$ cat src/rtl/mpp_pkg.sv
// ----------------------------------------------------------------------------
// mpp_pkg: constants for the modular power unit
// Field widths, the fixed prime, exponent length and the Barrett constant.
// ----------------------------------------------------------------------------
package mpp_pkg;

    localparam int MOD_W    = 30;
    localparam int EXP_IN_W = 32;
    localparam int EXP_BITS = 32;

    localparam int MUL_W  = MOD_W + 1;
    localparam int PROD_W = 2 * MUL_W;
    localparam int SQ_W   = 2 * MOD_W;
    localparam int REM_W  = MOD_W + 2;
    localparam int CNT_W  = $clog2(EXP_BITS + 1);

    localparam logic [63:0] PRIME_FULL = 64'd1000000007;
    localparam logic [MOD_W-1:0] PRIME_MOD = PRIME_FULL[MOD_W-1:0];

    localparam logic [63:0] BARRETT_FULL = (64'd1 << SQ_W) / PRIME_FULL;
    localparam logic [MUL_W-1:0] BARRETT_M = BARRETT_FULL[MUL_W-1:0];

    localparam logic [63:0] PRIME_X2_FULL = 64'd2 * PRIME_FULL;
    localparam logic [63:0] PRIME_X3_FULL = 64'd3 * PRIME_FULL;
    localparam logic [REM_W-1:0] PRIME_R  = PRIME_FULL[REM_W-1:0];
    localparam logic [REM_W-1:0] PRIME_X2 = PRIME_X2_FULL[REM_W-1:0];
    localparam logic [REM_W-1:0] PRIME_X3 = PRIME_X3_FULL[REM_W-1:0];

endpackage

$ cat src/rtl/modular_power_prime_unit.sv
// ----------------------------------------------------------------------------
// modular_power_prime_unit: base^exponent modulo 1000000007
// Left-to-right square-and-multiply over one shared multiplier with
// Barrett reduction.
//
// channel  | ports                    | handshake
// ---------+--------------------------+-------------------------------
// item in  | base[29:0] exponent[31:0] | start high while busy low
// result   | power[29:0]              | done high for one cycle
//
// Each modular multiply runs in steps on the single 31x31 multiplier:
// product, quotient estimate, quotient times prime, correction.
// An item squares once per exponent bit and multiplies once per set bit.
// busy falls in the cycle that done is shown; a new item may start then.
// Reset is asynchronous, active low, and returns the unit to idle.
// The receiver cannot stall; each result is shown once.
// ----------------------------------------------------------------------------
module modular_power_prime_unit (
    input  logic                          clk,
    input  logic                          rst_n,
    input  logic                          start,
    output logic                          busy,
    input  logic [mpp_pkg::MOD_W-1:0]     base,
    input  logic [mpp_pkg::EXP_IN_W-1:0]  exponent,
    output logic                          done,
    output logic [mpp_pkg::MOD_W-1:0]     power
);

    typedef enum logic [2:0] {
        ST_IDLE,
        ST_MUL,
        ST_QEST,
        ST_QMUL,
        ST_FIX
    } state_t;

    state_t                           state_reg, state_next;
    logic [mpp_pkg::MOD_W-1:0]        base_reg, base_next;
    logic [mpp_pkg::MOD_W-1:0]        acc_reg, acc_next;
    logic [mpp_pkg::EXP_BITS-1:0]     exp_reg, exp_next;
    logic [mpp_pkg::CNT_W-1:0]        bits_left_reg, bits_left_next;
    logic                             mul_base_reg, mul_base_next;
    logic [mpp_pkg::SQ_W-1:0]         prod_reg, prod_next;
    logic [mpp_pkg::MUL_W-1:0]        q_reg, q_next;
    logic [mpp_pkg::REM_W-1:0]        qp_reg, qp_next;
    logic                             done_reg, done_next;
    logic [mpp_pkg::MOD_W-1:0]        power_reg, power_next;

    logic [mpp_pkg::MUL_W-1:0]        mult_a;
    logic [mpp_pkg::MUL_W-1:0]        mult_b;
    logic [mpp_pkg::PROD_W-1:0]       product;
    logic [mpp_pkg::REM_W-1:0]        rem;
    logic [mpp_pkg::REM_W-1:0]        rem_p;
    logic [mpp_pkg::REM_W-1:0]        rem_2p;
    logic [mpp_pkg::MOD_W-1:0]        fix_val;
    logic [mpp_pkg::MOD_W-1:0]        base_red;

    assign busy  = (state_reg != ST_IDLE);
    assign done  = done_reg;
    assign power = power_reg;

    // shared multiplier
    always_comb
    begin
        unique case (state_reg)
            ST_MUL:
            begin
                mult_a = {1'b0, acc_reg};
                mult_b = mul_base_reg ? {1'b0, base_reg} : {1'b0, acc_reg};
            end
            ST_QEST:
            begin
                mult_a = prod_reg[mpp_pkg::SQ_W-1:mpp_pkg::MOD_W-1];
                mult_b = mpp_pkg::BARRETT_M;
            end
            ST_QMUL:
            begin
                mult_a = q_reg;
                mult_b = {1'b0, mpp_pkg::PRIME_MOD};
            end
            default:
            begin
                mult_a = '0;
                mult_b = '0;
            end
        endcase
    end

    assign product = mult_a * mult_b;

    assign rem    = prod_reg[mpp_pkg::REM_W-1:0] - qp_reg;
    assign rem_p  = rem - mpp_pkg::PRIME_R;
    assign rem_2p = rem - mpp_pkg::PRIME_X2;

    always_comb
    begin
        priority if (rem >= mpp_pkg::PRIME_X2)
            fix_val = rem_2p[mpp_pkg::MOD_W-1:0];
        else if (rem >= mpp_pkg::PRIME_R)
            fix_val = rem_p[mpp_pkg::MOD_W-1:0];
        else
            fix_val = rem[mpp_pkg::MOD_W-1:0];
    end

    assign base_red = (base >= mpp_pkg::PRIME_MOD) ? (base - mpp_pkg::PRIME_MOD) : base;

    always_comb
    begin
        state_next     = state_reg;
        base_next      = base_reg;
        acc_next       = acc_reg;
        exp_next       = exp_reg;
        bits_left_next = bits_left_reg;
        mul_base_next  = mul_base_reg;
        prod_next      = prod_reg;
        q_next         = q_reg;
        qp_next        = qp_reg;
        done_next      = 1'b0;
        power_next     = power_reg;

        unique case (state_reg)
            ST_IDLE:
            begin
                if (start)
                begin
                    base_next      = base_red;
                    exp_next       = mpp_pkg::EXP_BITS'(exponent);
                    acc_next       = mpp_pkg::MOD_W'(1);
                    bits_left_next = mpp_pkg::CNT_W'(mpp_pkg::EXP_BITS);
                    mul_base_next  = 1'b0;
                    state_next     = ST_MUL;
                end
            end
            ST_MUL:
            begin
                prod_next  = product[mpp_pkg::SQ_W-1:0];
                state_next = ST_QEST;
            end
            ST_QEST:
            begin
                q_next     = product[mpp_pkg::PROD_W-1:mpp_pkg::MOD_W+1];
                state_next = ST_QMUL;
            end
            ST_QMUL:
            begin
                qp_next    = product[mpp_pkg::REM_W-1:0];
                state_next = ST_FIX;
            end
            ST_FIX:
            begin
                acc_next = fix_val;
                if (!mul_base_reg && exp_reg[mpp_pkg::EXP_BITS-1])
                begin
                    mul_base_next = 1'b1;
                    state_next    = ST_MUL;
                end
                else
                begin
                    // advance to the next exponent bit
                    mul_base_next  = 1'b0;
                    exp_next       = exp_reg << 1;
                    bits_left_next = bits_left_reg - mpp_pkg::CNT_W'(1);
                    if (bits_left_reg == mpp_pkg::CNT_W'(1))
                    begin
                        done_next  = 1'b1;
                        power_next = fix_val;
                        state_next = ST_IDLE;
                    end
                    else
                    begin
                        state_next = ST_MUL;
                    end
                end
            end
            default:
            begin
                state_next = ST_IDLE;
            end
        endcase
    end

    always_ff @(posedge clk or negedge rst_n)
    begin
        if (!rst_n)
        begin
            state_reg     <= ST_IDLE;
            base_reg      <= '0;
            acc_reg       <= '0;
            exp_reg       <= '0;
            bits_left_reg <= '0;
            mul_base_reg  <= 1'b0;
            prod_reg      <= '0;
            q_reg         <= '0;
            qp_reg        <= '0;
            done_reg      <= 1'b0;
            power_reg     <= '0;
        end
        else
        begin
            state_reg     <= state_next;
            base_reg      <= base_next;
            acc_reg       <= acc_next;
            exp_reg       <= exp_next;
            bits_left_reg <= bits_left_next;
            mul_base_reg  <= mul_base_next;
            prod_reg      <= prod_next;
            q_reg         <= q_next;
            qp_reg        <= qp_next;
            done_reg      <= done_next;
            power_reg     <= power_next;
        end
    end

`ifndef SYNTH
    a_done_pulse: assert property (@(posedge clk) disable iff (!rst_n)
        done_reg |=> !done_reg)
        else $error("done held for more than one cycle");

    a_power_range: assert property (@(posedge clk) disable iff (!rst_n)
        done_reg |-> (power_reg < mpp_pkg::PRIME_MOD))
        else $error("result not reduced");

    a_acc_range: assert property (@(posedge clk) disable iff (!rst_n)
        busy |-> (acc_reg < mpp_pkg::PRIME_MOD))
        else $error("partial result not reduced");

    a_rem_bound: assert property (@(posedge clk) disable iff (!rst_n)
        (state_reg == ST_FIX) |-> (rem < mpp_pkg::PRIME_X3))
        else $error("Barrett remainder out of bound");

    a_start_busy: assert property (@(posedge clk) disable iff (!rst_n)
        (start && !busy) |=> (busy && !done_reg))
        else $error("accepted item did not start");
`endif

endmodule
$ cat config.mk
export PLATFORM = sky130hd
export DESIGN_NAME = modular_power_prime_unit
export DESIGN_NICKNAME = d
export VERILOG_FILES = /design/src/rtl/mpp_pkg.sv /design/src/rtl/modular_power_prime_unit.sv
export SDC_FILE = /design/constraint.sdc
export NUM_CORES = 2
export LEC_CHECK = 0
export ABC_AREA = 1
export BUFFER_PORTS_ARGS = -buffer_cell sky130_fd_sc_hd__buf_2
export CAP_MARGIN = 20
export CORE_AREA = 8 8 332 334
export DETAILED_ROUTE_END_ITERATION = 10
export DIE_AREA = 0 0 340 342
export PLACE_DENSITY = 0.67
export REMOVE_ABC_BUFFERS = 1
export SYNTH_ARGS = -nofsm -noshare
export SYNTH_HDL_FRONTEND = slang
export SYNTH_SLANG_ARGS = --single-unit
export TNS_END_PERCENT = 20
$ cat constraint.sdc
create_clock -name clk -period 9.9 [get_ports clk]
set_input_delay 0 -clock clk [delete_from_list [all_inputs] [get_ports clk]]
set_output_delay 0 -clock clk [all_outputs]
set_load 0.01 [all_outputs]
==> summary.md <==
| Metric | Value |
|---|---|
| Result of the run | finished clean |
| Layout area overhead | 9.45% |
| Finished Core Util | 0.489 |
| Final Max Slew Viols | 0 |
| Violation count after the first detailed-route iteration | 3817 |
| Final antenna-violating net count | 0 |
| Synthesized flop and latch total | 256 |
| Most frequent cell on the critical path | sky130_fd_sc_hd__fa_1 |
| Final setup TNS | 0 ns |
| Type of element launching the critical path | register |
| Fmax | 105 MHz |
| Fraction of the yosys area taken by sequential cells | 0.137 |
| Count of input and output buffers | 96 |
| Final min period | 9.51 ns |
| Clock-pin slew on the worst setup and hold paths | 0.07 ns |
| Setup crit end kind | register |
| Total setup buffers inserted after CTS | 0 |
| Crit. path cell count | 27 |
| Worst EP required | 10.36 ns |
| Setup-failing EPs final | 0 |
| Met2 track demand over resource in global routing | 0.445 |
| Highest net fanout along the worst path | 28 |
| Width of the chip | 340 um |
| Count of flip-flops with a built-in enable after synthesis | 0 |
| Final-report hold violation count | 0 |
| Async set or reset register ratio after synthesis | 1.00 |
| TritonCTS sink count | 256 |
| Pre-Repair DR Iteration Count | 6 |
| Total global routing overflow | 0 |
| Largest net degree at the start of global routing | 116 |
| Initial standard-cell utilization of the core | 0.447 |
| Post-synthesis instance area | 46800 sq um |
| RSZ-0062 raised after global routing | no |
| DRT Wirelength | 163000 um |
| Root buffer selected by CTS | sky130_fd_sc_hd__clkbuf_16 |
| Maximum level of the CTS H-tree | 1 |
| Post-Synthesis Mean Instance Area | 7.64 sq um |
| Post-place instance area | 49500 sq um |
| Weighted congestion at the end of routability-driven global placement | 1.01 |
| Worst setup path class | reg2reg |
| Number of library cell types mapped by synthesis | 55 |
| Multi-input logic area | 34900 sq um |
| Num ports | 97 |
| Post-detailed-placement half-perimeter wirelength | 133000 um |
| Largest delay contributor family on the critical path | adder cells |
| Number of instances in the synthesized netlist | 6127 |
| Period utilisation layout | 0.961 |
| Top cells by area, synth | sky130_fd_sc_hd__fa_1 36%, sky130_fd_sc_hd__dfrtp_1 14%, sky130_fd_sc_hd__nand2_1 13% |
| Nets@finish | 7458 |
| Height of the die | 342 um |
| Clk Latency, worst-skew pair | 0.58 ns |
| Inserted Clock Buffers | 26 |
| Max capacitance violation total | 0 |
| CP max stage delay | 0.95 ns |
| Fill cells | 10.3k |
| Buf/Inv on CP | 4 |
| Number of flip-flops in the largest register | 60 |
| Commonest cells post-synth | 1578 x sky130_fd_sc_hd__nand2_1, 1230 x sky130_fd_sc_hd__inv_1, 838 x sky130_fd_sc_hd__fa_1 |
| Vias | 41.1k |
| Count of standard-cell rows | 119 |
| Hold_ws | 0.0778 ns |
| Fraction of layout cells with a size suffix above 1 | 0.0648 |
| Number of antenna violations at the first check in global routing | 3 |
| Most frequently used cell type in the post-synthesis netlist | sky130_fd_sc_hd__nand2_1 |
| HP Class | in2async |
| Yosys warnings | 0 |
| Met3 Usage GRT | 0.0591 |
| Combined flip-flop and latch cell area | 6410 sq um |
| Layer with the highest usage | met2 |
| Top cell type's share of synthesized area | 0.358 |
| Most frequently used flop master after synthesis | sky130_fd_sc_hd__dfrtp_1 |
| Transition time at the pin with the least slew margin | 1.08 ns |
| Via count of the first global-routing pass | 41.8k |
| Final standard cell area without fillers | 51200 sq um |
| Slowest cell on the critical path | sky130_fd_sc_hd__clkinv_1 |
| Worst r2r path cells | 27 |
| Arr. time, crit path | 9.97 ns |
| Library cell with the largest summed area after synthesis | sky130_fd_sc_hd__fa_1 |
| Global-route wire length before repair | 250000 um |
| Slew margin rel. | 0.278 |
| Met1 global-route usage | 0.365 |
| Core Box Area | 105000 sq um |
| Buffers from clock root to sink, at most | 3 |
| Routed WL per cell | 21.2 um |
| Clock tree from TritonCTS | yes |
| Vias per inst | 5.36 |
| Post-route clock skew | 0.0131 ns |
| Global-route usage over all layers | 0.280 |
| Floorplan die area | 116000 sq um |
| Total DRC errors in the routed layout | 0 |
==> kinds of logic (layout without fill, tap and decap cells) <==
kind of cell | after synthesis | in the layout | synth area share
flip-flops | 256 | 256 | 0.137
other | 2 | 8 | 0.000160
adder cells (fa/ha/maj) | 1130 | 1130 | 0.437
XOR/XNOR | 112 | 112 | 0.0211
buffers and inverters | 1490 | 1641 | 0.121
AO/OA/AOI/OAI | 506 | 506 | 0.0607
AND/OR/NAND/NOR | 2631 | 2631 | 0.224
==> what timing repair did <==
item                                   4_1_cts  5_1_grt
hold buffers                                78        0
endpoints found under the hold margin      177        0
resized for setup                            0        1
setup endpoints to repair                    0        3
==> cell usage in the layout, fill, tap and decap left out, types with 7 or more instances in the layout <==
master / count
sky130_fd_sc_hd__a31oi_1: 18
sky130_fd_sc_hd__inv_1: 1227
sky130_fd_sc_hd__inv_2: 17
sky130_fd_sc_hd__buf_4: 148
sky130_fd_sc_hd__o211ai_1: 34
sky130_fd_sc_hd__nor3_1: 20
sky130_fd_sc_hd__dfrtp_1: 256
sky130_fd_sc_hd__o21bai_1: 7
sky130_fd_sc_hd__nor2_1: 719
sky130_fd_sc_hd__a21o_1: 9
sky130_fd_sc_hd__or2_2: 14
sky130_fd_sc_hd__nand4_1: 22
sky130_fd_sc_hd__xor2_1: 78
sky130_fd_sc_hd__buf_2: 95
sky130_fd_sc_hd__nand2_1: 1578
sky130_fd_sc_hd__dlygate4sd3_1: 78
sky130_fd_sc_hd__o21ai_1: 43
sky130_fd_sc_hd__o21ai_0: 215
sky130_fd_sc_hd__nand3b_1: 12
sky130_fd_sc_hd__a21boi_0: 8
sky130_fd_sc_hd__nor2_4: 8
sky130_fd_sc_hd__clkinv_1: 20
sky130_fd_sc_hd__nor2_2: 18
sky130_fd_sc_hd__a221oi_2: 7
sky130_fd_sc_hd__nand2_2: 18
sky130_fd_sc_hd__xnor2_1: 33
sky130_fd_sc_hd__nand3_1: 195
sky130_fd_sc_hd__a21oi_1: 125
sky130_fd_sc_hd__clkbuf_16: 26
sky130_fd_sc_hd__a21oi_2: 11
sky130_fd_sc_hd__fa_1: 838
sky130_fd_sc_hd__ha_1: 292
==> per-stage QoR <==
step / instances / setup WS (ns)
2_1_floorplan: 5906 / -2.79
3_5_place_dp: 7547 / 0.636
5_1_grt: 7673 / 0.114
3_3_place_gp: 7546 / 0.610
4_1_cts: 7672 / 0.623
6_report: 7675 / 0.387
==> layer usage <==
metal,routed length [um],vias to the layer above
met3,14600,439
met5,0,-
met1,65700,20400
met2,73100,1808
met4,9700,0
li1,-,18500
==> final timing paths <==
path,startpoint,to,slack [ns]
max,mul_base_reg$_DFFE_PN0P_,q_reg[26]$_DFFE_PN0N_,0.39
min,rst_n,exp_reg[16]$_DFFE_PN0P_,0.08
max reg2reg,mul_base_reg$_DFFE_PN0P_,q_reg[26]$_DFFE_PN0N_,0.39
min reg2reg,power[4]$_DFFE_PN0P_,power[4]$_DFFE_PN0P_,0.48
max in group asynchronous,rst_n,prod_reg[9]$_DFFE_PN0N_,7.31
min in group clk,exponent[0],exp_reg[0]$_DFFE_PN0P_,0.19
==> cell type report <==
type | count | area share
timing repair buffer | 329 | 0.0493
clock buffer | 35 | 0.0141
sequential | 256 | 0.125
tap | 1391 | 0.0340
antenna | 2 | 0.0000977
inverter | 1265 | 0.0927
clock inverter | 12 | 0.00286
multi-input combinational | 4385 | 0.682
Power is not shown: default switching activity piles up to over one toggle a cycle in this logic, so the estimate is an artifact.
